$ cat src/hdl/dctcpwc_pkg.sv
// Shared types and constants for the DCTCP window control block.
// Item structs, register indexes, reset values and controller commands.
// No dependencies.
package dctcpwc_pkg;

	localparam int CFG_IDX_W  = 2;
	localparam int CFG_DATA_W = 32;

	// alpha fraction bits; alpha_frac in out_item_t is FB + 1 bits wide
	localparam int ALPHA_FRAC_BITS = 10;

	typedef struct packed {
		logic [1:0]  operation;
		logic [7:0]  segments_acked;
		logic [31:0] rtt_sample;
		logic        ecn_echo;
		logic [2:0]  event_code;
		logic [2:0]  new_state;
	} in_item_t;

	typedef struct packed {
		logic [31:0] window_bytes;
		logic [31:0] threshold_bytes;
		logic [2:0]  conn_phase;
		logic [10:0] alpha_frac;
		logic [31:0] rtt_now;
		logic [31:0] rto_now;
	} out_item_t;

	localparam logic [1:0] OP_ACK   = 2'd0;
	localparam logic [1:0] OP_EVENT = 2'd1;
	localparam logic [1:0] OP_STATE = 2'd2;

	localparam logic [2:0] EV_LOSS    = 3'd0;
	localparam logic [2:0] EV_TIMEOUT = 3'd1;
	localparam logic [2:0] EV_ECN     = 3'd2;
	localparam logic [2:0] EV_FAST    = 3'd3;

	localparam logic [2:0] PH_OPEN     = 3'd0;
	localparam logic [2:0] PH_CWR      = 3'd2;
	localparam logic [2:0] PH_RECOVERY = 3'd3;
	localparam logic [2:0] PH_LOSS     = 3'd4;

	localparam logic [CFG_IDX_W-1:0] REG_MSS      = 2'd0;
	localparam logic [CFG_IDX_W-1:0] REG_MAX_CWND = 2'd1;
	localparam logic [CFG_IDX_W-1:0] REG_GAIN     = 2'd2;
	localparam logic [CFG_IDX_W-1:0] REG_INIT     = 2'd3;

	localparam logic [15:0] MSS_RST       = 16'd1460;
	localparam logic [31:0] MAX_CWND_RST  = 32'd65535;
	localparam logic [3:0]  GAIN_RST      = 4'd4;
	localparam logic [31:0] INIT_CWND_RST = 32'd14600;
	localparam logic [31:0] THRESH_RST    = 32'h7fffffff;
	localparam logic [31:0] U32_MAX       = 32'hffffffff;

	typedef enum logic [3:0] {
		CMD_NONE,
		CMD_LOAD,
		CMD_ACK_MUL1,
		CMD_ACK_MUL2,
		CMD_DIV_AVOID,
		CMD_ACK_GROW,
		CMD_CLR_CNT,
		CMD_ALPHA_MUL1,
		CMD_ALPHA_MUL2,
		CMD_DIV_ALPHA,
		CMD_ALPHA_FIN,
		CMD_RED_MUL,
		CMD_EVENT_FIN,
		CMD_STATE_FIN,
		CMD_OUT_LOAD
	} dp_cmd_t;

	typedef struct packed {
		logic [1:0] op;
		logic [2:0] code;
		logic [2:0] new_state;
		logic       avoid;
		logic       win_ge_thr;
		logic       win_end;
		logic       total_zero;
		logic       div_done;
	} dp_status_t;

endpackage

$ cat src/hdl/dctcpwc_ctrl.sv
// Controller: sequences the datapath steps for one item at a time and
// owns the channel handshakes. Depends on dctcpwc_pkg.
module dctcpwc_ctrl (
	input  logic                    clk,
	input  logic                    arst_n,
	input  logic                    in_valid,
	output logic                    in_stall,
	output logic                    out_valid,
	input  logic                    out_stall,
	output dctcpwc_pkg::dp_cmd_t    cmd,
	input  dctcpwc_pkg::dp_status_t status
);
	import dctcpwc_pkg::*;

	typedef enum logic [4:0] {
		ST_IDLE, ST_DISPATCH, ST_MUL1, ST_MUL2, ST_DIVS, ST_DIVW, ST_GROW,
		ST_WEND, ST_CLR, ST_AM1, ST_AM2, ST_ADIVS, ST_ADIVW, ST_AFIN,
		ST_RMUL, ST_EFIN, ST_SFIN, ST_OUT
	} state_t;

	state_t state_q;
	logic   out_valid_q;
	logic   out_free;

	assign out_free  = !out_valid_q || !out_stall;
	assign in_stall  = state_q != ST_IDLE;
	assign out_valid = out_valid_q;

	always_comb begin
		unique case (state_q)
			ST_IDLE:  cmd = in_valid ? CMD_LOAD : CMD_NONE;
			ST_MUL1:  cmd = CMD_ACK_MUL1;
			ST_MUL2:  cmd = CMD_ACK_MUL2;
			ST_DIVS:  cmd = CMD_DIV_AVOID;
			ST_GROW:  cmd = CMD_ACK_GROW;
			ST_CLR:   cmd = CMD_CLR_CNT;
			ST_AM1:   cmd = CMD_ALPHA_MUL1;
			ST_AM2:   cmd = CMD_ALPHA_MUL2;
			ST_ADIVS: cmd = CMD_DIV_ALPHA;
			ST_AFIN:  cmd = CMD_ALPHA_FIN;
			ST_RMUL:  cmd = CMD_RED_MUL;
			ST_EFIN:  cmd = CMD_EVENT_FIN;
			ST_SFIN:  cmd = CMD_STATE_FIN;
			ST_OUT:   cmd = out_free ? CMD_OUT_LOAD : CMD_NONE;
			default:  cmd = CMD_NONE;
		endcase
	end

	always_ff @(posedge clk or negedge arst_n) begin
		if (!arst_n) begin
			state_q     <= ST_IDLE;
			out_valid_q <= 1'b0;
		end else begin
			if (state_q == ST_OUT && out_free)
				out_valid_q <= 1'b1;
			else if (!out_stall)
				out_valid_q <= 1'b0;
			unique case (state_q)
				ST_IDLE: if (in_valid) state_q <= ST_DISPATCH;
				ST_DISPATCH: begin
					case (status.op)
						OP_ACK: state_q <= ST_MUL1;
						OP_EVENT: begin
							if (status.code == EV_LOSS || (status.code == EV_ECN && status.win_ge_thr))
								state_q <= ST_RMUL;
							else
								state_q <= ST_EFIN;
						end
						OP_STATE: begin
							if (status.new_state == PH_RECOVERY || status.new_state == PH_LOSS)
								state_q <= ST_RMUL;
							else
								state_q <= ST_SFIN;
						end
						default: state_q <= ST_OUT;
					endcase
				end
				ST_MUL1: state_q <= ST_MUL2;
				ST_MUL2: state_q <= status.avoid ? ST_DIVS : ST_GROW;
				ST_DIVS: state_q <= ST_DIVW;
				ST_DIVW: if (status.div_done) state_q <= ST_GROW;
				ST_GROW: state_q <= ST_WEND;
				ST_WEND: begin
					if (!status.win_end)
						state_q <= ST_OUT;
					else if (status.total_zero)
						state_q <= ST_CLR;
					else
						state_q <= ST_AM1;
				end
				ST_CLR:   state_q <= ST_OUT;
				ST_AM1:   state_q <= ST_AM2;
				ST_AM2:   state_q <= ST_ADIVS;
				ST_ADIVS: state_q <= ST_ADIVW;
				ST_ADIVW: if (status.div_done) state_q <= ST_AFIN;
				ST_AFIN:  state_q <= ST_OUT;
				ST_RMUL:  state_q <= (status.op == OP_EVENT) ? ST_EFIN : ST_SFIN;
				ST_EFIN:  state_q <= ST_OUT;
				ST_SFIN:  state_q <= ST_OUT;
				ST_OUT:   if (out_free) state_q <= ST_IDLE;
				default: state_q <= ST_IDLE;
			endcase
		end
	end
endmodule

$ cat config.mk
export PLATFORM = sky130hd
export DESIGN_NAME = dctcpwc_ctrl
export DESIGN_NICKNAME = d
export VERILOG_FILES = /design/src/hdl/dctcpwc_pkg.sv /design/src/hdl/dctcpwc_ctrl.sv
export SDC_FILE = /design/constraint.sdc
export NUM_CORES = 1
export LEC_CHECK = 0
export BUFFER_PORTS_ARGS = -buffer_cell sky130_fd_sc_hd__buf_2
export CORE_UTILIZATION = 25
export CTS_BUF_LIST = sky130_fd_sc_hd__clkbuf_16
export DETAILED_ROUTE_END_ITERATION = 10
export HOLD_SLACK_MARGIN = 0.02
export PLACE_DENSITY = 0.43
export SETUP_SLACK_MARGIN = 0.3
export SYNTH_ARGS = -nofsm -noshare
export SYNTH_HDL_FRONTEND = slang
export SYNTH_SLANG_ARGS = --single-unit
export TNS_END_PERCENT = 5
$ cat constraint.sdc
create_clock -name clk -period 1.25 [get_ports clk]
set_input_delay 0.0625 -clock clk [delete_from_list [all_inputs] [get_ports clk]]
set_output_delay 0.0625 -clock clk [all_outputs]
set_load 0.05 [all_outputs]
## Yosys cells after proc, flatten, opt, wreduce, memory -nomap -nowiden

Cells that the tools add are included.

| cells by class | value |
|---|---|
| bitwise operators | 0 |
| $mul | 0 |
| shifts and indexed selects | 0 |
| mux-type cells | 17 |
| reductions and logical operators | 13 |
| equality and inequality tests | 27 |
| $add $sub $neg | 0 |
| magnitude comparators | 0 |
| div/mod/pow operators | 0 |

Operator list:

| operator | number |
|---|---|
| $pmux W5 S15 | 1 |
| $pmux W4 S14 | 1 |
| $eq A5 B4 Y1 const B | 8 |
| $mux W5 | 7 |
| $eq A5 B3 Y1 const B | 4 |
| $pmux W5 S3 | 1 |
| $eq A5 B2 Y1 const B | 2 |
| $eq A5 B5 Y1 const B | 2 |
| $ne A2 B2 Y1 const B | 4 |
| $eq A3 B2 Y1 const B | 2 |
| $eq A5 B1 Y1 const B | 1 |
| $logic_not A5 Y1 | 1 |
| $mux W1 | 5 |
| $reduce_bool A5 Y1 | 1 |
| $mux W4 | 1 |
| $reduce_and A4 Y1 | 1 |
| $reduce_or A4 Y1 | 1 |
| $eq A3 B3 Y1 const B | 1 |
| $logic_not A3 Y1 | 1 |
| $logic_or A1 B1 Y1 | 3 |
| $eq A2 B1 Y1 const B | 1 |
| $eq A2 B2 Y1 const B | 1 |
| $logic_and A1 B1 Y1 | 2 |
| $logic_not A1 Y1 | 2 |
| 3 further kinds | 3 |

| word-level totals | value |
|---|---|
| bits in writable memories | 0 |
| latch bits | 0 |
| memories | 0 |
| ROM bits | 0 |
| word-level logic and storage cells | 59 |
| register bits | 6 |

## Logic depth before layout (Yosys ltp)

Gate-level depths: netlist of run 1.

| depth | value |
|---|---|
| depth in word-level cells | 6 |
| depth in mapped cells | 6 |
| gate-level depth less buffers | 5 |

## Worst setup path before layout of run 1

No wires, ideal clock.

| path | value |
|---|---|
| kind | flip-flop to output port |
| from | register state_q[4] |
| to | output cmd[2] |
| path slack | -0.907 ns |
| buffers on the path | 3 |
| arrival | 2.095 ns |
| cell stages (with the launch flop) | 6 |
| data required time | 1.188 ns |
| path through | dfrtp_1 clkbuf_1 buf_2 buf_2 a31oi_1 o21ai_0 |

| on the way | value |
|---|---|
| word-level cells in the longest chain between the ends | 2 |

RTL lines:

| what | line | source |
|---|---|---|
| from (decl) | dctcpwc_ctrl.sv:21 | `state_t state_q;` |
| from (signal assigned) | dctcpwc_ctrl.sv:79 | `ST_MUL2: state_q <= status.avoid ? ST_DIVS : ST_GROW;` |
| from (signal assigned) | dctcpwc_ctrl.sv:97 | `ST_RMUL: state_q <= (status.op == OP_EVENT) ? ST_EFIN : ST_SFIN;` |
| $eq A5 B5 Y1 (tied with other cells) | dctcpwc_ctrl.sv:30 | `unique case (state_q)` |
| $pmux W4 S14 (*) | dctcpwc_ctrl.sv:30 |  |
| to (decl) | dctcpwc_ctrl.sv:10 | `output dctcpwc_pkg::dp_cmd_t cmd,` |

Mark *: on every way between the ends. The rest lies on a longest branch, timed or not.

## Worst setup path in the final report of run 1

| path | value |
|---|---|
| from | register state_q[0] |
| to | output cmd[0] |

The elaborated chain is that of the path after synthesis.

==> results of run 1 <==
-- how the worst max path moves through the flow --
stage          slack, ns  startpoint    endpoint  cells past startpoint
4_1_cts            -0.30  state_q[3]    in_stall                      4
6_report           -0.36  state_q[0]      cmd[0]                      5
3_5_place_dp       -0.38  state_q[3]  state_q[0]                      5
5_1_grt            -0.45  state_q[0]      cmd[0]                      5
3_3_place_gp       -0.32  state_q[3]  state_q[1]                      5
2_1_floorplan      -0.11  state_q[4]      cmd[3]                      4
-- final cells by class --
| cell class | instances | area share, % |
|---|---|---|
| multi-input combinational | 90 | 47.08 |
| sequential | 6 | 10.81 |
| clock buffer | 3 | 5.231 |
| tap | 31 | 2.703 |
| timing repair buffer | 60 | 32.96 |
| inverter | 4 | 1.221 |
-- through the flow --
| step | worst slack (ns) | util, % | hold WS (ns) | cells |
|---|---|---|---|---|
| 6_report | -0.3571 | 50.31 | 0.1140 | 194 |
| 5_1_grt | -0.4461 | 50.31 | 0.1490 | 194 |
| 4_1_cts | -0.3026 | 49.21 | 0.09998 | 194 |
| 3_5_place_dp | -0.3786 | 40.75 | -0.09298 | 184 |
| 3_3_place_gp | -0.3151 | 40.75 | -0.09133 | 184 |
| 2_1_floorplan | -0.1113 | - | -0.2331 | 110 |
-- registers in the layout, indices dropped and copies added, names as in the netlist --
name and flops:
out_valid 1, state_q 5
-- critical path, stage by stage, from the launching register on --
cell and delay (ns):
dfrtp_1 0.38, buf_4 0.20, xor2_1 0.26, a22oi_1 0.16
o21ai_2 0.14, buf_6 0.17
-- what timing repair did --
action	in CTS	in global routing
pin swaps	4	5
hold endpoints to repair	6	0
gates resized for setup	31	8
buffers inserted	6	0
setup endpoints to repair	11	12
hold buffers	1	0
-- metal layers --
| layer | vias to the layer above | routed length, um | part of all wire, % | track usage [%] |
|---|---|---|---|---|
| met1 | 489 | 1249 | 44 | 22.19 |
| met3 | 9 | 98 | 3.5 | 2.232 |
| met4 | 0 | 82 | 2.9 | 9.864 |
| li1 | 514 | - | - | - |
| met5 | - | 0 | 0 | 0 |
| met2 | 31 | 1377 | 49 | 32.72 |
-- synth_stat cells, drive strengths merged --
library cell,instances
nor3b,1
o32ai,1
nand4b,1
o21a,1
o211ai,1
or2b,1
nand2,8
dfrtp,6
nor2,12
nor3,4
or4,1
o2111a,1
inv,4
nor4,3
a31oi,3
o2bb2ai,1
o31ai,2
mux2i,1
a211oi,2
nand3b,1
a22oi,1
o21bai,1
o2111ai,1
nand2b,6
a21o,1
nand4,2
clkbuf,1
or3b,1
nand3,4
nor2b,1
buf,9
o21ai,11
xor2,4
and3,1
o22ai,1
a21oi,9
a32oi,1
-- cells by family (layout without fill, tap and decap cells) --
logic type             after synthesis  after routing
AND/OR/NAND/NOR                     47             47
AO/OA/AOI/OAI                       38             38
buffers and inverters               14             67
flip-flops                           6              6
XOR/XNOR                             4              4
multiplexers                         1              1
-- power groups by stage --
stage,registers [uW],logic [uW],clock network (uW)
final,418,3240,530
after global routing,430,3440,554
after CTS,404,3130,535
after detailed placement,404,2600,0
after global placement,414,2610,0
after floorplan,357,1810,0
-- placed cells by master (no fill, tap or decap), drive strengths merged, types with 2 or more instances in the layout --
| master | synthesis | final |
|---|---|---|
| nand3 | 4 | 4 |
| xor2 | 4 | 4 |
| a211oi | 2 | 2 |
| nand2b | 6 | 6 |
| inv | 4 | 4 |
| a21oi | 9 | 9 |
| o21ai | 11 | 11 |
| nor2 | 12 | 12 |
| clkbuf | 1 | 3 |
| nor3 | 4 | 4 |
| o31ai | 2 | 2 |
| a31oi | 3 | 3 |
| nor4 | 3 | 3 |
| nand4 | 2 | 2 |
| buf | 9 | 59 |
| dfrtp | 6 | 6 |
| nand2 | 8 | 8 |
==> metrics, run 1 <==
combinational power share roughly 77%; Slew Viols, Final 0; design area 0.001435 mm2; CTS root buffer clkbuf_16; register share of total power 10.0%; Die H 57.80 um; Final Cycle Share 128.6%; CTS tree done; buffer depth of the longest clock path 2; reg-to-reg endpoint state_q[4]; Detailed Route Iter0 Violations 19; overall routed net length 2808 um; vias in the first global route 1,049; FP Rows 19; FF-to-FF setup slack -0.27 ns; placed cell areas 0.001162 mm2; number of remaining DRC errors 2; Worst-Skew Late Latency 0.23 ns; area occupied by multi-input gates 675.6 um2; CP Launch Type flop; RSZ-0062 raised after global routing yes; Final #Nets between 150 and 200; post-route ant nets 0; failing checks design-rule violations, negative setup slack; TritonCTS buffer count 3; Hold EP out_valid; clk slew on worst S/H paths 0.04 ns; min-delay src out_stall; Chip Width ~58 um; final hold viol count 0; Sw Pwr 1967 uW; post-synthesis adder-cell area fraction 0%; syn nets 127; Hold Path Depth 3; XOR/XNOR share of the synthesized area 4.502%; WL/cell 14.47 um; Fin Setup TNS -2.700 ns; post-synth cell types 42; mux contribution to synthesized area about 1.3%; HP Class input pin to flop; largest net degree at the start of global routing 18; clock power share 12.7%; yosys warns 0; cell accounting for the most synthesized area dfrtp_1; first-pass iteration count of the detailed router 7; Net Sw Frac between 40% and 50%; initial antenna violation count 0; largest family of logic cells by synthesized area simple AND/OR/NAND/NOR gates; CORE AREA 0.002853 mm2; Seq. cell area ~160 um2; crit end category output pin; CP Data Required Time 1.19 ns; Via density approximately 5.4; Max VDD drop approximately 1.0 mV; CTS sink cnt 6; Final WS setup -0.3571 ns; vias after detailed routing 1,043; Worst Max-Slew Pin Slew approximately 0.28 ns; global-route wire length before repair 4678 um; power per cell area 2914 mW/mm2; Placer Congestion about 0.84; P_int about 2200 uW; fin crit period 1.607 ns; I/O Pins 23; placed wire-length estimate 1955 um; area share of the largest cell type after synthesis 19.29%; Congestion Overflow GR 0; fillers 276; Slew headroom between 80% and 90%; overall power after layout 4182 uW; mapped cell area 778.2 um2; average cell area after synthesis around 7.1 um2; Synth area leaders dfrtp_1, a21oi_1, nor2_1; full die area 0.003340 mm2; fmax 622.2 MHz; status finished with violations; Cells after Synth 110; Arr. time, crit path 1.54 ns; Tot GR Track Use a little under a fifth; worst r2r path cells 6; maxcap violations 0; Synth Area in Compound Gates between 30 and 40%; leakage power total 0.0006162 uW; CP Max Fanout 15; ant diodes 0; layout cells sized above 1 53.99%; H-tree Lvls 1; Final setup viols 10; simple-gate share of the synthesized area 32.96%; sequential area share after synthesis 19.29%; crit path kind flop to output pin; #FFs+latches synth 6; PortBufs 22; reg2reg start state_q[0]; Fin Clk Skew 0.001810 ns; Area growth, synth to finish 84.41%; Initial Util 27.28%
(Power assumes the default switching activity.)
==> run 2, diff against run 1 <==
--- a/config.mk
+++ b/config.mk
@@ -12,6 +12,8 @@
 export HOLD_SLACK_MARGIN = 0.02
 export PLACE_DENSITY = 0.43
 export SETUP_SLACK_MARGIN = 0.3
+export SKIP_LAST_GASP = 1
+export SLEW_MARGIN = 30
 export SYNTH_ARGS = -nofsm -noshare
 export SYNTH_HDL_FRONTEND = slang
 export SYNTH_SLANG_ARGS = --single-unit
==> run 2 against run 1 <==
The run still ends with design-rule violations, negative setup slack left. Maximum frequency is essentially flat. Via count shrank 1.7%. Register-to-register slack is essentially flat. Clock power is essentially flat. Global-route usage shrank 0.14 points. Combinational power is essentially flat. Worst setup slack lost 0.0014 ns. Utilization shrank 0.44 points. Critical path type unchanged. Critical endpoint unchanged. Largest power group unchanged. Highest routed layer unchanged.
==> metrics, run 2 (synthesized netlist as in run 1, its figures left out) <==
power per cell area between 2000 and 3000 mW/mm2; Seq. cell area approximately 160 um2; CTS root buffer clkbuf_16; Initial Util 27.28%; overall power after layout 4163 uW; Slew headroom between 80% and 90%; buffer depth of the longest clock path 2; layout cells sized above 1 ~52%; vias in the first global route about 1.1k; min-delay src out_stall; leakage power total 0.0006148 uW; initial antenna violation count 0; CTS tree done; CORE AREA 0.002853 mm2; maxcap violations 0; failing checks design-rule violations, negative setup slack; first-pass iteration count of the detailed router 7; full die area around 0.0033 mm2; Via density 5.284; post-route ant nets 0; global-route wire length before repair 4657 um; crit path kind flop to output pin; PortBufs 22; CP Max Fanout 15; WHS 0.1140 ns; fin crit period between 1.5 and 2 ns; TritonCTS buffer count 3; CP Data Required Time 1.19 ns; FP Rows 19; placed wire-length estimate roughly 2000 um; number of remaining DRC errors 2; HP Class input pin to flop; max reg flops 5; crit end category output pin; fmax approximately 620 MHz; Congestion Overflow GR 0; vias after detailed routing 1,025; Critical Path Max Stage Delay 0.38 ns; Final Cycle Share 128.7%; ant diodes 0; Placer Congestion 0.8365; most frequent cells in the layout buf_4, buf_2, nor2_1, buf_6, a21oi_1; reg2reg start state_q[0]; Max VDD drop around 1 mV; CP Launch Type flop; CP max stage cell dfrtp_1; Tot GR Track Use between 10% and 20%; Final WS setup -0.3585 ns; Area growth, synth to finish 82.80%; RSZ-0062 raised after global routing yes; Worst Max-Slew Pin Slew 0.2888 ns; crit path from state_q[0]; Final setup viols 10; H-tree Lvls 1; Die H 57.80 um; most common cell after layout, fill and taps aside buf_4; WL/cell approximately 14 um; Chip Width between 50 and 60 um; status finished with violations; Detailed Route Iter0 Violations 27; Slew Viols, Final 0; fillers 280; I/O Pins 23; Arr. time, crit path 1.55 ns; Fin Clk Skew 0.001122 ns; CTS sink cnt 6; largest reg by FF count state_q; crit-path cells buf_4, xor2_1, a22oi_1, o21ai_2, buf_6; overall routed net length 2796 um; Final #Nets 182; Worst-Skew Late Latency 0.23 ns; final hold viol count 0; area occupied by multi-input gates 663.1 um2; largest net degree at the start of global routing 18; clk slew on worst S/H paths 0.03 ns
==> run 2: cell count changes in the layout (fill, tap and decap cells not counted) <==
| cell | previous run | this run |
|---|---|---|
| nand2_1 | 6 | 7 |
| nand2_2 | 2 | 1 |
| nor4_2 | 1 | 0 |
| o21ai_1 | 4 | 5 |
| nor4_1 | 0 | 1 |
| o21ai_2 | 3 | 2 |
==> run 2: through the flow <==
stage / setup slack, ns / cells / util, % / TNS, ns / cell area [um2]
5_1_grt: -0.4445 / 194 / 49.87 / -3.569 / 1423
2_1_floorplan: -0.1113 / 110 / - / -0.8100 / 857.1
6_report: -0.3585 / 194 / 49.87 / -2.741 / 1423
3_3_place_gp: -0.3151 / 184 / 40.75 / -2.629 / 1162
3_5_place_dp: -0.3786 / 184 / 40.75 / -2.871 / 1162
4_1_cts: -0.3026 / 194 / 48.55 / -2.726 / 1385
==> run 2: power by group <==
part	total (uW)	internal, uW	switching [uW]
clock	529	411	118
combinational	3220	1520	1700
sequential	418	283	135
==> run 2: final cells by class <==
class | instances | share of cell area [%]
clock buffer | 3 | 5.277
inverter | 4 | 1.231
multi-input combinational | 90 | 46.61
sequential | 6 | 10.91
tap | 31 | 2.726
timing repair buffer | 60 | 33.25
==> run 2: metal layers <==
layer / vias to the layer above / global-route usage (%) / routed length (um)
met1: 473 / 22.33 / 1217
li1: 511 / - / -
met3: 7 / 2.232 / 108
met4: 0 / 9.864 / 76
met5: - / 0 / 0
met2: 34 / 32.06 / 1392
==> run 2: path summary, 6_finish.rpt <==
path,to,slack (ns),cells after the start
min,out_valid,0.11,3
min reg2reg,out_valid,0.56,2
min in group asynchronous,state_q[0],0.20,2
max,cmd[0],-0.36,5
max in group asynchronous,state_q[4],0.88,2
max reg2reg,state_q[4],-0.27,6
==> run 2: timing repair <==
action,in CTS,in global routing
resized for setup,28,8
buffers inserted,6,0
endpoints found under the setup margin,11,12
hold endpoints to repair,6,0
hold buffers,1,0
pin swaps,3,4
==> run 2: critical path, delay by kind of cell (launching register included) <==
kind	cells	cell delay, ns
flops	1	0.38
xor+xnor	1	0.27
buf+inv	2	0.37
compound gates	2	0.30
